`src/rtl/ir_pulse_distance_transmitter_macros.svh`:
```
// Assertion macros shared by the IR pulse-distance transmitter RTL.
`ifndef IR_PULSE_DISTANCE_TRANSMITTER_MACROS_SVH
`define IR_PULSE_DISTANCE_TRANSMITTER_MACROS_SVH

// Checks that the consequent holds in the same cycle as the antecedent.
`define IPDT_ASSERT_NOW(label, ante, cons, msg) \
   label: assert property (@(posedge clock) disable iff (reset) (ante) |-> (cons)) \
      else $error(msg);

// Checks that the consequent holds in the cycle after the antecedent.
`define IPDT_ASSERT_NEXT(label, ante, cons, msg) \
   label: assert property (@(posedge clock) disable iff (reset) (ante) |=> (cons)) \
      else $error(msg);

`endif

```
`src/rtl/ipdt_pkg.sv`:
```
// Shared types and constants of the IR pulse-distance transmitter.
package ipdt_pkg;

   localparam int FRAME_BITS = 72;
   localparam int BIT_IDX_W  = $clog2(FRAME_BITS + 1);
   localparam int HIGH_BITS  = FRAME_BITS - 64;

   localparam int HALF_W     = 8;
   localparam int CYC_W      = 10;
   localparam int SPACE_W    = 16;
   localparam int CSR_DATA_W = 16;
   localparam int CSR_IDX_W  = 3;

   localparam logic [HALF_W-1:0]  CARRIER_HALF_RST = 8'd13;
   localparam logic [CYC_W-1:0]   LEAD_BURST_RST   = 10'd322;
   localparam logic [SPACE_W-1:0] LEAD_SPACE_RST   = 16'd4500;
   localparam logic [CYC_W-1:0]   BIT_BURST_RST    = 10'd19;
   localparam logic [SPACE_W-1:0] ONE_SPACE_RST    = 16'd1750;
   localparam logic [SPACE_W-1:0] ZERO_SPACE_RST   = 16'd638;
   localparam logic [CYC_W-1:0]   END_BURST_RST    = 10'd19;

   typedef enum logic [CSR_IDX_W-1:0] {
      REG_CARRIER_HALF = 3'd0,
      REG_LEAD_BURST   = 3'd1,
      REG_LEAD_SPACE   = 3'd2,
      REG_BIT_BURST    = 3'd3,
      REG_ONE_SPACE    = 3'd4,
      REG_ZERO_SPACE   = 3'd5,
      REG_END_BURST    = 3'd6
   } csr_index_type;

   typedef enum logic {
      KIND_TICK  = 1'b0,
      KIND_START = 1'b1
   } kind_type;

   typedef enum logic [5:0] {
      PH_IDLE   = 6'b000001,
      PH_LEAD_B = 6'b000010,
      PH_LEAD_S = 6'b000100,
      PH_BIT_B  = 6'b001000,
      PH_BIT_S  = 6'b010000,
      PH_END_B  = 6'b100000
   } phase_type;

endpackage

```
`src/rtl/ipdt_if.sv`:
```
// Request and response channel interfaces of the IR pulse-distance transmitter.
interface ipdt_req_if import ipdt_pkg::*; ();
   logic                 valid;
   logic                 ready;
   logic                 kind;
   logic [63:0]          frame_low;
   logic [HIGH_BITS-1:0] frame_high;

   modport source (output valid, kind, frame_low, frame_high, input ready);
   modport sink   (input valid, kind, frame_low, frame_high, output ready);
endinterface

interface ipdt_rsp_if import ipdt_pkg::*; ();
   logic valid;
   logic ready;
   logic ir_level;
   logic busy_res;
   logic frame_done;

   modport source (output valid, ir_level, busy_res, frame_done, input ready);
   modport sink   (input valid, ir_level, busy_res, frame_done, output ready);
endinterface

```
`src/rtl/ir_pulse_distance_transmitter.sv`:
```
// IR pulse-distance transmitter: a start beat loads a 72-bit frame and each tick beat
// returns the modulated emitter level for one microsecond. The block takes one beat per
// clock cycle: a beat goes into an input register, then all segment sequencing and the
// carrier counters are evaluated in one pass and the result lands in the output
// register; the throughput is one beat per cycle as long as the response side keeps
// taking beats. The request ready follows the response ready through the two register
// stages. Segments of zero length are skipped within the same pass, including runs of
// data bits whose burst and space are both empty, using a lowest-set-bit search over the
// frame. The user must write configuration registers through the csr port only while no
// frame is in flight; the block does not enforce it; a write to an unused index is dropped.
`include "ir_pulse_distance_transmitter_macros.svh"

module ir_pulse_distance_transmitter import ipdt_pkg::*; (
   input  logic                  clock,
   input  logic                  reset,
   ipdt_req_if.sink              req_if,
   ipdt_rsp_if.source            rsp_if,
   input  logic                  csr_we,
   input  logic [CSR_IDX_W-1:0]  csr_index,
   input  logic [CSR_DATA_W-1:0] csr_wdata
);

   // Configuration registers.
   logic [HALF_W-1:0]  carrier_half_ff;
   logic [CYC_W-1:0]   lead_burst_ff;
   logic [SPACE_W-1:0] lead_space_ff;
   logic [CYC_W-1:0]   bit_burst_ff;
   logic [SPACE_W-1:0] one_space_ff;
   logic [SPACE_W-1:0] zero_space_ff;
   logic [CYC_W-1:0]   end_burst_ff;

   // Input register stage.
   logic                 s1_vld_ff, s1_vld_in;
   logic                 s1_kind_ff;
   logic [63:0]          s1_frame_low_ff;
   logic [HIGH_BITS-1:0] s1_frame_high_ff;

   // Output register stage.
   logic rsp_vld_ff, rsp_vld_in;
   logic rsp_level_ff, rsp_busy_ff, rsp_done_ff;

   // Transmitter state.
   phase_type             phase_ff, phase_in;
   logic [FRAME_BITS-1:0] frame_ff, frame_in;
   logic [BIT_IDX_W-1:0]  bit_index_ff, bit_index_in;
   logic [CYC_W-1:0]      cycle_count_ff, cycle_count_in;
   logic [HALF_W-1:0]     half_count_ff, half_count_in;
   logic                  carrier_phase_ff, carrier_phase_in;
   logic [SPACE_W-1:0]    space_count_ff, space_count_in;

   // Handshake.
   logic advance;
   logic fire;
   logic req_accept;

   // Per-beat evaluation.
   logic                  is_start;
   logic                  is_tick;
   logic                  seg_end;
   phase_type             ent_from;
   logic                  do_enter;
   logic [HALF_W-1:0]     half_eff;
   logic [HALF_W-1:0]     half_inc;
   logic [CYC_W-1:0]      cycle_inc;
   logic [CYC_W-1:0]      burst_len;
   logic [SPACE_W-1:0]    space_dec;
   logic                  out_level;
   logic                  out_busy;
   logic                  out_done;

   // Data bit search.
   logic [FRAME_BITS-1:0] srch_frame;
   logic [FRAME_BITS-1:0] cand;
   logic [FRAME_BITS-1:0] lowest;
   logic [BIT_IDX_W-1:0]  srch_start;
   logic [BIT_IDX_W-1:0]  srch_idx;
   logic                  srch_found;
   logic [SPACE_W-1:0]    srch_len;
   logic [SPACE_W-1:0]    cur_len;

   assign advance      = !rsp_vld_ff || rsp_if.ready;
   assign req_if.ready = !s1_vld_ff || advance;
   assign req_accept   = req_if.valid && req_if.ready;
   assign fire         = s1_vld_ff && advance;

   assign is_start = fire && (s1_kind_ff == KIND_START);
   assign is_tick  = fire && (s1_kind_ff == KIND_TICK) && (phase_ff != PH_IDLE);

   assign s1_vld_in  = req_accept || (s1_vld_ff && !fire);
   assign rsp_vld_in = fire || (rsp_vld_ff && !rsp_if.ready);

   assign rsp_if.valid      = rsp_vld_ff;
   assign rsp_if.ir_level   = rsp_level_ff;
   assign rsp_if.busy_res   = rsp_busy_ff;
   assign rsp_if.frame_done = rsp_done_ff;

   // Configuration writes.
   always_ff @(posedge clock) begin
      if (reset) begin
         carrier_half_ff <= CARRIER_HALF_RST;
         lead_burst_ff   <= LEAD_BURST_RST;
         lead_space_ff   <= LEAD_SPACE_RST;
         bit_burst_ff    <= BIT_BURST_RST;
         one_space_ff    <= ONE_SPACE_RST;
         zero_space_ff   <= ZERO_SPACE_RST;
         end_burst_ff    <= END_BURST_RST;
      end else if (csr_we) begin
         unique case (csr_index)
            REG_CARRIER_HALF: carrier_half_ff <= csr_wdata[HALF_W-1:0];
            REG_LEAD_BURST:   lead_burst_ff   <= csr_wdata[CYC_W-1:0];
            REG_LEAD_SPACE:   lead_space_ff   <= csr_wdata[SPACE_W-1:0];
            REG_BIT_BURST:    bit_burst_ff    <= csr_wdata[CYC_W-1:0];
            REG_ONE_SPACE:    one_space_ff    <= csr_wdata[SPACE_W-1:0];
            REG_ZERO_SPACE:   zero_space_ff   <= csr_wdata[SPACE_W-1:0];
            REG_END_BURST:    end_burst_ff    <= csr_wdata[CYC_W-1:0];
            default: ;
         endcase
      end
   end

   // Carrier timing and segment countdown for a tick beat. A burst always ends at the
   // end of a low half period; a space ends when its countdown reaches zero.
   always_comb begin
      half_eff  = (carrier_half_ff == '0) ? HALF_W'(1) : carrier_half_ff;
      half_inc  = half_count_ff + HALF_W'(1);
      cycle_inc = cycle_count_ff + CYC_W'(1);
      space_dec = space_count_ff - SPACE_W'(1);

      unique case (phase_ff)
         PH_LEAD_B: burst_len = lead_burst_ff;
         PH_BIT_B:  burst_len = bit_burst_ff;
         default:   burst_len = end_burst_ff;
      endcase

      half_count_in    = half_count_ff;
      carrier_phase_in = carrier_phase_ff;
      cycle_count_in   = cycle_count_ff;
      space_count_in   = space_count_ff;
      seg_end          = 1'b0;
      out_level        = 1'b0;

      if (is_tick) begin
         unique case (phase_ff)
            PH_LEAD_S, PH_BIT_S: begin
               space_count_in = space_dec;
               seg_end        = (space_dec == '0);
            end
            PH_LEAD_B, PH_BIT_B, PH_END_B: begin
               out_level = !carrier_phase_ff;
               if (half_inc >= half_eff) begin
                  half_count_in = '0;
                  if (!carrier_phase_ff) begin
                     carrier_phase_in = 1'b1;
                  end else begin
                     carrier_phase_in = 1'b0;
                     cycle_count_in   = cycle_inc;
                     seg_end          = (cycle_inc >= burst_len);
                  end
               end else begin
                  half_count_in = half_inc;
               end
            end
            default: ;
         endcase
      end
   end

   // Segment that the sequencer tries to enter next.
   always_comb begin
      do_enter = 1'b0;
      ent_from = PH_IDLE;
      if (is_start && (phase_ff == PH_IDLE)) begin
         do_enter = 1'b1;
         ent_from = PH_LEAD_B;
      end else if (seg_end) begin
         do_enter = 1'b1;
         unique case (phase_ff)
            PH_LEAD_B: ent_from = PH_LEAD_S;
            PH_LEAD_S: ent_from = PH_BIT_B;
            PH_BIT_B:  ent_from = PH_BIT_S;
            PH_BIT_S:  ent_from = PH_BIT_B;
            default:   ent_from = PH_IDLE;
         endcase
      end
   end

   // Finds the first data bit at or after the search start whose space is not empty.
   always_comb begin
      srch_frame = (s1_kind_ff == KIND_START) ? {s1_frame_high_ff, s1_frame_low_ff}
                                              : frame_ff;
      if (phase_ff == PH_IDLE || phase_ff == PH_LEAD_B || phase_ff == PH_LEAD_S) begin
         srch_start = '0;
      end else begin
         srch_start = bit_index_ff + BIT_IDX_W'(1);
      end
      for (int i = 0; i < FRAME_BITS; i++) begin
         cand[i] = (BIT_IDX_W'(i) >= srch_start) &&
                   (srch_frame[i] ? (one_space_ff != '0) : (zero_space_ff != '0));
      end
      lowest     = cand & (~cand + FRAME_BITS'(1));
      srch_found = |cand;
      srch_idx   = '0;
      for (int i = 0; i < FRAME_BITS; i++) begin
         if (lowest[i]) begin
            srch_idx = srch_idx | BIT_IDX_W'(i);
         end
      end
      srch_len = srch_frame[srch_idx] ? one_space_ff : zero_space_ff;
      cur_len  = frame_ff[bit_index_ff] ? one_space_ff : zero_space_ff;
   end

   // Resolves the entry, skipping empty segments, and updates the sequencer state.
   always_comb begin
      phase_type nxt_phase;
      logic      burst_start;
      logic      use_bits;
      logic      use_end;

      nxt_phase    = phase_ff;
      burst_start  = 1'b0;
      use_bits     = 1'b0;
      use_end      = 1'b0;
      frame_in     = frame_ff;
      bit_index_in = bit_index_ff;

      if (is_start && (phase_ff == PH_IDLE)) begin
         frame_in     = srch_frame;
         bit_index_in = '0;
      end

      cycle_count_in_sel: begin
      end

      if (do_enter) begin
         unique case (ent_from)
            PH_LEAD_B: begin
               if (lead_burst_ff != '0) begin
                  nxt_phase   = PH_LEAD_B;
                  burst_start = 1'b1;
               end else if (lead_space_ff != '0) begin
                  nxt_phase = PH_LEAD_S;
               end else begin
                  use_bits = 1'b1;
               end
            end
            PH_LEAD_S: begin
               if (lead_space_ff != '0) begin
                  nxt_phase = PH_LEAD_S;
               end else begin
                  use_bits = 1'b1;
               end
            end
            PH_BIT_B: use_bits = 1'b1;
            PH_BIT_S: begin
               if (cur_len != '0) begin
                  nxt_phase = PH_BIT_S;
               end else begin
                  use_bits = 1'b1;
               end
            end
            default: nxt_phase = PH_IDLE;
         endcase

         if (use_bits) begin
            if (srch_start >= BIT_IDX_W'(FRAME_BITS)) begin
               use_end = 1'b1;
            end else if (bit_burst_ff != '0) begin
               nxt_phase    = PH_BIT_B;
               burst_start  = 1'b1;
               bit_index_in = srch_start;
            end else if (srch_found) begin
               nxt_phase    = PH_BIT_S;
               bit_index_in = srch_idx;
            end else begin
               use_end = 1'b1;
            end
         end

         if (use_end) begin
            bit_index_in = BIT_IDX_W'(FRAME_BITS);
            if (end_burst_ff != '0) begin
               nxt_phase   = PH_END_B;
               burst_start = 1'b1;
            end else begin
               nxt_phase = PH_IDLE;
            end
         end
      end

      phase_in = nxt_phase;
      ent_burst_start = burst_start;
      ent_load_space  = do_enter && !burst_start &&
                        (nxt_phase == PH_LEAD_S || nxt_phase == PH_BIT_S);
      if (nxt_phase == PH_LEAD_S) begin
         ent_space = lead_space_ff;
      end else if (use_bits) begin
         ent_space = srch_len;
      end else begin
         ent_space = cur_len;
      end
   end

   // Result fields. A start beat reports the state right after the frame is entered.
   always_comb begin
      out_busy = 1'b0;
      out_done = 1'b0;
      if (fire) begin
         if (s1_kind_ff == KIND_START) begin
            out_busy = (phase_in != PH_IDLE);
            out_done = (phase_ff == PH_IDLE) && (phase_in == PH_IDLE);
         end else if (phase_ff != PH_IDLE) begin
            out_busy = 1'b1;
            out_done = (phase_in == PH_IDLE);
         end
      end
   end

   logic               ent_burst_start;
   logic               ent_load_space;
   logic [SPACE_W-1:0] ent_space;

   always_ff @(posedge clock) begin
      if (reset) begin
         s1_vld_ff        <= 1'b0;
         rsp_vld_ff       <= 1'b0;
         phase_ff         <= PH_IDLE;
         bit_index_ff     <= '0;
         cycle_count_ff   <= '0;
         half_count_ff    <= '0;
         carrier_phase_ff <= 1'b0;
         space_count_ff   <= '0;
      end else begin
         s1_vld_ff  <= s1_vld_in;
         rsp_vld_ff <= rsp_vld_in;
         if (fire) begin
            phase_ff     <= phase_in;
            bit_index_ff <= bit_index_in;
            if (ent_burst_start) begin
               cycle_count_ff   <= '0;
               half_count_ff    <= '0;
               carrier_phase_ff <= 1'b0;
            end else begin
               cycle_count_ff   <= cycle_count_in;
               half_count_ff    <= half_count_in;
               carrier_phase_ff <= carrier_phase_in;
            end
            if (ent_load_space) begin
               space_count_ff <= ent_space;
            end else begin
               space_count_ff <= space_count_in;
            end
         end
      end
   end

   // Payload registers.
   always_ff @(posedge clock) begin
      if (req_accept) begin
         s1_kind_ff       <= req_if.kind;
         s1_frame_low_ff  <= req_if.frame_low;
         s1_frame_high_ff <= req_if.frame_high;
      end
      if (fire) begin
         frame_ff     <= frame_in;
         rsp_level_ff <= out_level;
         rsp_busy_ff  <= out_busy;
         rsp_done_ff  <= out_done;
      end
   end

   `IPDT_ASSERT_NOW(a_level_needs_busy, rsp_vld_ff && rsp_level_ff, rsp_busy_ff, "IR level high outside a frame")
   `IPDT_ASSERT_NOW(a_done_is_dark, rsp_vld_ff && rsp_done_ff, !rsp_level_ff, "frame ended with the emitter on")
   `IPDT_ASSERT_NOW(a_space_nonzero, (phase_ff == PH_LEAD_S) || (phase_ff == PH_BIT_S), space_count_ff != '0, "space countdown at zero inside a space")
   `IPDT_ASSERT_NOW(a_bit_in_range, (phase_ff == PH_BIT_B) || (phase_ff == PH_BIT_S), bit_index_ff < BIT_IDX_W'(FRAME_BITS), "data bit index past the frame")
   `IPDT_ASSERT_NEXT(a_busy_start_ignored, fire && (s1_kind_ff == KIND_START) && (phase_ff != PH_IDLE), $stable(frame_ff) && $stable(bit_index_ff), "start while busy changed the frame")

endmodule

```
`src/flat_wrapper.sv`:
```
// flat-port wrapper written by rule: the top's interface ports become plain ports
module ir_pulse_distance_transmitter_flat import ipdt_pkg::*;
  (clock, reset, csr_we, csr_index, csr_wdata, req_if_valid, req_if_kind, req_if_frame_low, req_if_frame_high, req_if_ready, rsp_if_valid, rsp_if_ir_level, rsp_if_busy_res, rsp_if_frame_done, rsp_if_ready);
  ipdt_req_if req_if_i ();
  ipdt_rsp_if rsp_if_i ();
  input  logic clock;
  input  logic reset;
  input  logic csr_we;
  input  logic [CSR_IDX_W-1:0] csr_index;
  input  logic [CSR_DATA_W-1:0] csr_wdata;
  input wire logic [$bits(req_if_i.valid)-1:0] req_if_valid;
  input wire logic [$bits(req_if_i.kind)-1:0] req_if_kind;
  input wire logic [$bits(req_if_i.frame_low)-1:0] req_if_frame_low;
  input wire logic [$bits(req_if_i.frame_high)-1:0] req_if_frame_high;
  output wire logic [$bits(req_if_i.ready)-1:0] req_if_ready;
  output wire logic [$bits(rsp_if_i.valid)-1:0] rsp_if_valid;
  output wire logic [$bits(rsp_if_i.ir_level)-1:0] rsp_if_ir_level;
  output wire logic [$bits(rsp_if_i.busy_res)-1:0] rsp_if_busy_res;
  output wire logic [$bits(rsp_if_i.frame_done)-1:0] rsp_if_frame_done;
  input wire logic [$bits(rsp_if_i.ready)-1:0] rsp_if_ready;
  assign req_if_i.valid = req_if_valid;
  assign req_if_i.kind = req_if_kind;
  assign req_if_i.frame_low = req_if_frame_low;
  assign req_if_i.frame_high = req_if_frame_high;
  assign req_if_ready = req_if_i.ready;
  assign rsp_if_valid = rsp_if_i.valid;
  assign rsp_if_ir_level = rsp_if_i.ir_level;
  assign rsp_if_busy_res = rsp_if_i.busy_res;
  assign rsp_if_frame_done = rsp_if_i.frame_done;
  assign rsp_if_i.ready = rsp_if_ready;
  ir_pulse_distance_transmitter u_core (.clock(clock), .reset(reset), .req_if(req_if_i), .rsp_if(rsp_if_i), .csr_we(csr_we), .csr_index(csr_index), .csr_wdata(csr_wdata));
endmodule
```
`config.mk`:
```
export PLATFORM = sky130hd
export DESIGN_NAME = ir_pulse_distance_transmitter_flat
export DESIGN_NICKNAME = d
export VERILOG_FILES = /design/src/rtl/ipdt_pkg.sv /design/src/rtl/ipdt_if.sv /design/src/rtl/ir_pulse_distance_transmitter.sv /design/src/flat_wrapper.sv
export VERILOG_INCLUDE_DIRS = /design/src /design/src/rtl
export SDC_FILE = /design/constraint.sdc
export NUM_CORES = 1
export LEC_CHECK = 0
export BUFFER_PORTS_ARGS = -buffer_cell sky130_fd_sc_hd__buf_2
export CELL_PAD_IN_SITES_DETAIL_PLACEMENT = 1
export CELL_PAD_IN_SITES_GLOBAL_PLACEMENT = 2
export CORE_MARGIN = 10
export CORE_UTILIZATION = 25
export DETAILED_ROUTE_END_ITERATION = 6
export GPL_TIMING_DRIVEN = 0
export PLACE_DENSITY = 0.66
export RECOVER_POWER = 50
export REMOVE_ABC_BUFFERS = 1
export SLEW_MARGIN = 15
export SYNTH_ARGS = -nofsm -noshare
export SYNTH_HDL_FRONTEND = slang
export SYNTH_SLANG_ARGS = --single-unit
```
`constraint.sdc`:
```
create_clock -name clock -period 5.8 [get_ports clock]
set_input_delay 0 -clock clock [delete_from_list [all_inputs] [get_ports clock]]
set_output_delay 0 -clock clock [all_outputs]
set_load 0.01 [all_outputs]
```
## Yosys cells after proc, flatten, opt, wreduce, memory -nomap -nowiden

Index checks and enable logic that the tools add are counted.
W data, S select, Z words.

- Word-level logic and storage cells: 640
- Bits in registers: 284
- Output and inout port bits: 5
- Bits in latches: 0
- Bits in writable memories: 0
- Memories kept: 0
- Bits in read-only memories: 0

- Magnitude comparators: 77
- Add/sub/neg operators: 5
- Div/mod/pow operators: 0
- Eq/ne operators: 21
- Mux-type cells: 376
- Reductions and logical operators: 136
- $mul: 0
- Bitwise operators: 3
- Shift-type cells: 0

Operators by type and width:

| kind | number |
|---|---|
| $mux W16 | 28 |
| $mux W6 | 72 |
| $mux W10 | 30 |
| $ge A6 B7 Y1 const A | 32 |
| $mux W7 | 29 |
| $mux W1 | 162 |
| $mux W8 | 17 |
| $ge A5 B7 Y1 const A | 16 |
| $logic_and A1 B1 Y1 | 83 |
| $mux W5 | 16 |
| $add A72 B1 Y72 const B | 1 |
| $and A72 B72 Y72 | 1 |
| $mux W72 | 1 |
| $not A72 Y72 | 1 |
| $reduce_or A72 Y1 | 1 |
| $reduce_bool A16 Y1 | 4 |
| $ge A4 B7 Y1 const A | 8 |
| $ge A7 B7 Y1 const A | 8 |
| $mux W4 | 8 |
| $reduce_bool A10 Y1 | 3 |
| $ge A3 B7 Y1 const A | 4 |
| $pmux W6 S4 | 1 |
| $pmux W10 S2 | 1 |
| $eq A6 B3 Y1 const B | 3 |
| 39 further kinds | 88 |

## Logic depth before layout (Yosys ltp)

- Depth in word-level cells: 99
- Depth in mapped cells: 27
- Mapped depth without buffers: 23

## Least setup slack after synthesis

No wires, ideal clock.

- Path kind: register to register
- Start point: register u_core.phase_ff[0]
- End point: register u_core.space_count_ff[11]
- Setup time: 0.074 ns
- Path slack: -0.142 ns
- Required time: 5.726 ns
- Arrival: 5.868 ns
- Cell stages (with the launch flop): 28
- Cells stage by stage: dfxtp_1 > buf_2 > nor3_1 > and3_1 > buf_1 > clkbuf_1 > a22oi_1 > nand2_1 > ha_1 > nand2b_1 > a21o_1 > a21o_1 > a21o_1 > a21o_1 > a21o_1 > a21o_1 > a21o_1 > a21o_1 > a21oi_1 > o21ai_0 > a221oi_1 > clkbuf_1 > o21ai_0 > a21o_1 > or2_2 > clkbuf_1 > a221o_1 > a31oi_1

- Cells in the longest elaborated chain, start to end: 91

RTL lines:

| what | line | source |
|---|---|---|
| start, declared | ir_pulse_distance_transmitter.sv:43 | `phase_type phase_ff, phase_in;` |
| start signal, assigned | ir_pulse_distance_transmitter.sv:336 | `phase_ff <= phase_in;` |
| $eq A6 B1 Y1 / $eq A6 B2 Y1 (equally long branches) | n/a |  |
| $logic_or A1 B1 Y1 (2 in series) | ir_pulse_distance_transmitter.sv:191 | `if (phase_ff == PH_IDLE \|\| phase_ff == PH_LEAD_B \|\| phase_ff == PH_LEAD_S) begin` |
| $mux W7 | ir_pulse_distance_transmitter.sv:191 |  |
| $ge A1 B7 Y1 | ir_pulse_distance_transmitter.sv:197 | `cand[i] = (BIT_IDX_W'(i) >= srch_start) &&` |
| $logic_and A1 B1 Y1 | ir_pulse_distance_transmitter.sv:197 |  |
| $not A72 Y72 | ir_pulse_distance_transmitter.sv:200 | `lowest = cand & (~cand + FRAME_BITS'(1));` |
| $add A72 B1 Y72 | ir_pulse_distance_transmitter.sv:200 |  |
| $and A72 B72 Y72 | ir_pulse_distance_transmitter.sv:200 |  |
| [... 73 more ...] | n/a |  |
| $mux W16 | ir_pulse_distance_transmitter.sv:208 | `srch_len = srch_frame[srch_idx] ? one_space_ff : zero_space_ff;` |
| $mux W16 | ir_pulse_distance_transmitter.sv:296 | `end else if (use_bits) begin` |
| $mux W16 (2 in series) | ir_pulse_distance_transmitter.sv:294 | `if (nxt_phase == PH_LEAD_S) begin` |
| $mux W16 | ir_pulse_distance_transmitter.sv:347 | `if (ent_load_space) begin` |
| $mux W16 | ir_pulse_distance_transmitter.sv:335 | `if (fire) begin` |
| $mux W16 | ir_pulse_distance_transmitter.sv:323 | `if (reset) begin` |
| $mux W16 | ir_pulse_distance_transmitter.sv:335 |  |
| $mux W16 | ir_pulse_distance_transmitter.sv:323 |  |
| end signal, assigned | ir_pulse_distance_transmitter.sv:348 | `space_count_ff <= ent_space;` |
| end signal, assigned | ir_pulse_distance_transmitter.sv:350 | `space_count_ff <= space_count_in;` |
| end, declared | ir_pulse_distance_transmitter.sv:49 | `logic [SPACE_W-1:0] space_count_ff, space_count_in;` |

Parallel ways exist; a longest one is shown, timed or not. The select of a mux whose other input is x is not followed.
A chain may end at the register's enable or synchronous reset.

## Worst setup path in the final report

- Start point: register u_core.bit_index_ff[0]
- End point: register u_core.space_count_ff[13]

- Cells in the longest elaborated chain, start to end: 89

RTL lines:

| what | line | source |
|---|---|---|
| start, declared | ir_pulse_distance_transmitter.sv:45 | `logic [BIT_IDX_W-1:0] bit_index_ff, bit_index_in;` |
| start signal, assigned | ir_pulse_distance_transmitter.sv:337 | `bit_index_ff <= bit_index_in;` |
| $add A7 B1 Y7 | ir_pulse_distance_transmitter.sv:194 | `srch_start = bit_index_ff + BIT_IDX_W'(1);` |
| $mux W7 | ir_pulse_distance_transmitter.sv:191 |  |
| $ge A1 B7 Y1 | ir_pulse_distance_transmitter.sv:197 |  |
| $logic_and A1 B1 Y1 | ir_pulse_distance_transmitter.sv:197 |  |
| $not A72 Y72 | ir_pulse_distance_transmitter.sv:200 |  |
| $add A72 B1 Y72 | ir_pulse_distance_transmitter.sv:200 |  |
| $and A72 B72 Y72 | ir_pulse_distance_transmitter.sv:200 |  |
| $mux W1 | ir_pulse_distance_transmitter.sv:204 | `if (lowest[i]) begin` |
| [... 72 more ...] | n/a |  |
| $mux W16 | ir_pulse_distance_transmitter.sv:208 |  |
| $mux W16 | ir_pulse_distance_transmitter.sv:296 |  |
| $mux W16 (2 in series) | ir_pulse_distance_transmitter.sv:294 |  |
| $mux W16 | ir_pulse_distance_transmitter.sv:347 |  |
| $mux W16 | ir_pulse_distance_transmitter.sv:335 |  |
| $mux W16 | ir_pulse_distance_transmitter.sv:323 |  |
| $mux W16 | ir_pulse_distance_transmitter.sv:335 |  |
| $mux W16 | ir_pulse_distance_transmitter.sv:323 |  |

Parallel ways exist; a longest one is shown, timed or not. The select of a mux whose other input is x is not followed.

==> results by group <==
Setup path
  • Startpoint Class: flip-flop
  • Most frequent cell on the critical path: sky130_fd_sc_hd__buf_4
  • CP max-delay cell: sky130_fd_sc_hd__a221o_4
  • Critical Path, Cell by Cell: buf_16, buf_4, buf_4, nand3_1, xnor2_1, a311oi_1, o31ai_1, nand3_1, nand4bb_4, buf_4, o221ai_1, nor2_1, o221a_4, and2_4, a21oi_1, a22oi_1, a211oi_2, nand3_2, a221o_4, a211o_1, and3_1
  • Critical-path maximum fanout: 7
  • Type of the worst setup path: reg -> reg
  • Required time of the critical path: 6.25 ns
  • CP endpoint kind: flip-flop
  • Data arrival time of the worst path: 6.46 ns
  • Biggest cell delay along the critical path: 0.51 ns

Flow run
  • Max-capacitance violation count: 2

Clock network
  • Number of buffers created by CTS: 37
  • Depth of the CTS H-tree: 2
  • Clk slew on worst S/H paths: 0.06 ns
  • Number of clock sinks seen by CTS: 284
  • Clk Latency, worst-skew pair: 0.58 ns
  • Clock tree from TritonCTS: built
  • Number of buffers on the longest clock path: 3
  • Cell at the root of the clock tree: sky130_fd_sc_hd__clkbuf_16

Cells and area
  • Sequential cell area: 7200 µm²
  • Footprint of the multi-input gates: 12600 µm²
  • Area growth from synthesis to layout: 38.7%
  • Fill cell count: 8576
  • Ratio of cells with drive above 1 in the final layout: 27.5%
  • Final net count: 2596
  • Non-filler cells in the finished layout: 3485

Yosys
  • Average cell area after synthesis: 8.89 µm²
  • Flop and latch count out of synthesis: 284
  • Cell count after synthesis: 2138
  • Number of synthesized flops with an enable pin: 148
  • Primary FF master, synth: sky130_fd_sc_hd__edfxtp_1
  • Yosys cell types: 111
  • Synthesis Warnings: 0
  • Async SR Flop Fraction: 0%
  • Yosys top cell area share: 23.4%
  • Largest cells by area after synthesis: sky130_fd_sc_hd__edfxtp_1 23%, sky130_fd_sc_hd__dfxtp_1 14%, sky130_fd_sc_hd__nand2_1 5.6%
  • Top-count cell post-synth: sky130_fd_sc_hd__nand2_1
  • Top cell types by occurrence after synthesis: 281 x sky130_fd_sc_hd__nand2_1, 175 x sky130_fd_sc_hd__nor2_1, 148 x sky130_fd_sc_hd__a21oi_1, 148 x sky130_fd_sc_hd__edfxtp_1, 136 x sky130_fd_sc_hd__dfxtp_1
  • Post-synthesis cell type with the largest combined area: sky130_fd_sc_hd__edfxtp_1
  • Register area share after synthesis: 37.7%
  • Area of the mapped netlist: 19000 µm²

Routing
  • Number of violations reported at the end of detailed-routing iteration 0: 1339
  • Total iterations of the first detailed-routing run: 5
  • Highest layer used for signal routing: met4
  • Metal3 WL: 4660 µm
  • Via count: 19400
  • Number of vias per cell after detailed routing: 5.56
  • WL/cell: 26.0 µm
  • Residual antenna-violating net count after detailed routing: 0
  • Detailed-route wire length: 90500 µm
  • Wl on met1: 38500 µm
  • Total DRC errors in the routed layout: 0
  • Met2 wire length: 43500 µm

Placement
  • Final HPWL from detailed placement: 62700 µm
  • DP Cell Count: 3113
  • Global placer's final weighted congestion: 0.927
  • I/O Buffers: 101
  • Setup slack after placement: -3.86 ns

Power
  • Switching part of the total power: 26.3%
  • Power density relative to cell area: 200 nW/µm²
  • Portion of total power attributed to combinational logic: 11.1%
  • VDD IR-drop max: 0.165 mV
  • Internal power summed over all cells: 3.88 mW
  • Portion of total power attributed to the clock network: 46.4%
  • Static leakage: 9.83 nW
  • Sequential share of power: 42.6%
  • NetSw: 1.38 mW

STA
  • Transition time at the pin with the least slew margin: 3.29 ns
  • Aggregate negative setup slack: -2.23 ns
  • Count of final hold-check violations: 0
  • Final period demand of the worst path: 6.01 ns
  • Setup Skew: 0.0337 ns
  • Max Transition Viols Final: 96
  • Setup-violating endpoint count in the final report: 16
  • Worst slew margin relative to its limit: -119%
  • Timing-limited maximum frequency: 166 MHz
  • Unrepaired setup endpoints after global routing: true
  • Final Hold Slack: 0.0858 ns
  • Final setup slack of the worst path: -0.212 ns
  • Final cycle utilization of the critical path: 104%

Floorplan
  • I/O pin cnt: 102
  • Height of the chip: 296 µm
  • Starting density of the core: 25.1%
  • Core area: 75700 µm²
  • Number of core rows: 101
  • Die Footprint: 87400 µm²
  • Die W: 296 µm

Status
  • Violated checks: capacitance limit, slew limit, setup timing
  • Run status: finished, violations left

GRT
  • Maximum number of pins on one net before global-route repair: 58
  • Overflow left after global routing: 0
  • Gr usage total: 19.9%
  • Vias in the first global route: 20000
  • Initial antenna violation count: 0
  • Wire length of the first global-routing pass: 133000 µm

Min path
  • Min-Delay Path Class: in -> reg
metrics by stage:
stage,cell area (µm²),util [%],total power [mW]
2_1_floorplan,18300,-,2.52
3_3_place_gp,20000,26.4,2.71
3_5_place_dp,20500,27.1,2.73
4_1_cts,25700,33.9,5.31
5_1_grt,26300,34.8,5.45
6_report,26300,34.8,5.26
kinds of logic (layout without fill, tap and decap cells):
logic type                 after synthesis  after routing  synth area share (%)
muxes                                  140            140                  8.98
xor gates and xnor gates                56             57                  2.62
AOI/OAI and AO/OA                      572            574                  21.5
other                                    0              2                     0
buffers and inverters                  217            577                  5.58
and+or+nand+nor                        846            850                  22.1
DFF                                    284            284                  37.7
adders and majority gates               23             23                  1.51
repair_timing:
item / in CTS / in global routing
pin swaps: 79 / 42
resized for setup: 270 / 87
setup endpoints to repair: 49 / 18
cloned: 10 / 0
endpoints found under the hold margin: 189 / 0
hold buffers: 97 / 0
setup buffers: 156 / 40
cells in the final DEF, fill, tap and decap left out, types with 14 or more instances in the layout:
cell                              n
sky130_fd_sc_hd__nand2b_1        14
sky130_fd_sc_hd__a31oi_1         23
sky130_fd_sc_hd__nor2_1         153
sky130_fd_sc_hd__buf_4          166
sky130_fd_sc_hd__ha_1            22
sky130_fd_sc_hd__xor2_1          22
sky130_fd_sc_hd__buf_6           19
sky130_fd_sc_hd__nand3_1         88
sky130_fd_sc_hd__nor4_1          19
sky130_fd_sc_hd__a21o_1          23
sky130_fd_sc_hd__mux2i_1         82
sky130_fd_sc_hd__a21oi_1        139
sky130_fd_sc_hd__inv_1           79
sky130_fd_sc_hd__xnor2_1         28
sky130_fd_sc_hd__clkbuf_16       40
sky130_fd_sc_hd__a211oi_2        17
sky130_fd_sc_hd__nand2_1        275
sky130_fd_sc_hd__a211oi_1        14
sky130_fd_sc_hd__or3_1           15
sky130_fd_sc_hd__nor3_1          36
sky130_fd_sc_hd__dlygate4sd3_1   97
sky130_fd_sc_hd__o21ai_0         46
sky130_fd_sc_hd__edfxtp_1       148
sky130_fd_sc_hd__buf_2           79
sky130_fd_sc_hd__clkbuf_1        28
sky130_fd_sc_hd__o211ai_1        44
sky130_fd_sc_hd__mux4_2          21
sky130_fd_sc_hd__and3_1          19
sky130_fd_sc_hd__buf_12          31
sky130_fd_sc_hd__dfxtp_1        122
sky130_fd_sc_hd__nand4_1         36
sky130_fd_sc_hd__o21ai_1         15
layout make-up:
cell class / count / area share (%)
clock inverters: 18 / 0.774
diodes: 2 / 0.0190
repair buffers: 425 / 14.3
well taps: 978 / 4.64
inverters: 84 / 1.21
clock buffers: 50 / 4.08
multi-input cells: 1644 / 47.6
flip-flops and latches: 284 / 27.3
final timing paths:
kind                                        startpoint                   endpoint  slack, ns  depth (start not counted)
worst max-delay path            u_core.bit_index_ff[0]  u_core.space_count_ff[13]      -0.21                         21
worst min-delay path                            csr_we    u_core.lead_space_ff[0]       0.09                          5
worst min register to register  u_core.end_burst_ff[8]     u_core.end_burst_ff[8]       0.47                          2
worst max register to register  u_core.bit_index_ff[0]  u_core.space_count_ff[13]      -0.21                         21
metal layers:
layer / GRT usage [%] / vias up
met2: 33.7 / 613
met4: 8.01 / 0
met5: 0 / -
li1: - / 8793
met3: 2.87 / 178
met1: 25.3 / 9778
power groups by stage:
stage	clock network, mW	logic [mW]	registers [mW]
global placement	0	0.414	2.29
global route	2.58	0.626	2.25
CTS	2.50	0.572	2.24
floorplan	0	0.247	2.27
detailed placement	0	0.453	2.28
finish	2.44	0.582	2.24
critical path, delay by kind of cell, from the launching register on:
| family | cells | cell delay, ns |
|---|---|---|
| compound gates | 9 | 3.04 |
| simple gates | 7 | 1.40 |
| buf+inv | 4 | 0.63 |
| xor+xnor | 1 | 0.41 |
| flops | 1 | 0.37 |
flip-flops by register name, summed over array words and instances (netlist names), 6 cells and up:
name / flops
u_core.phase_ff: 6
u_core.lead_space_ff: 16
u_core.bit_burst_ff: 10
u_core.s1_frame_low_ff: 64
u_core.carrier_half_ff: 8
u_core.s1_frame_high_ff: 8
u_core.cycle_count_ff: 10
u_core.half_count_ff: 8
u_core.space_count_ff: 16
u_core.frame_ff: 72
u_core.bit_index_ff: 7
u_core.zero_space_ff: 16
u_core.lead_burst_ff: 10
u_core.one_space_ff: 16
u_core.end_burst_ff: 10
No activity file was read; power rests on OpenSTA's default activity.
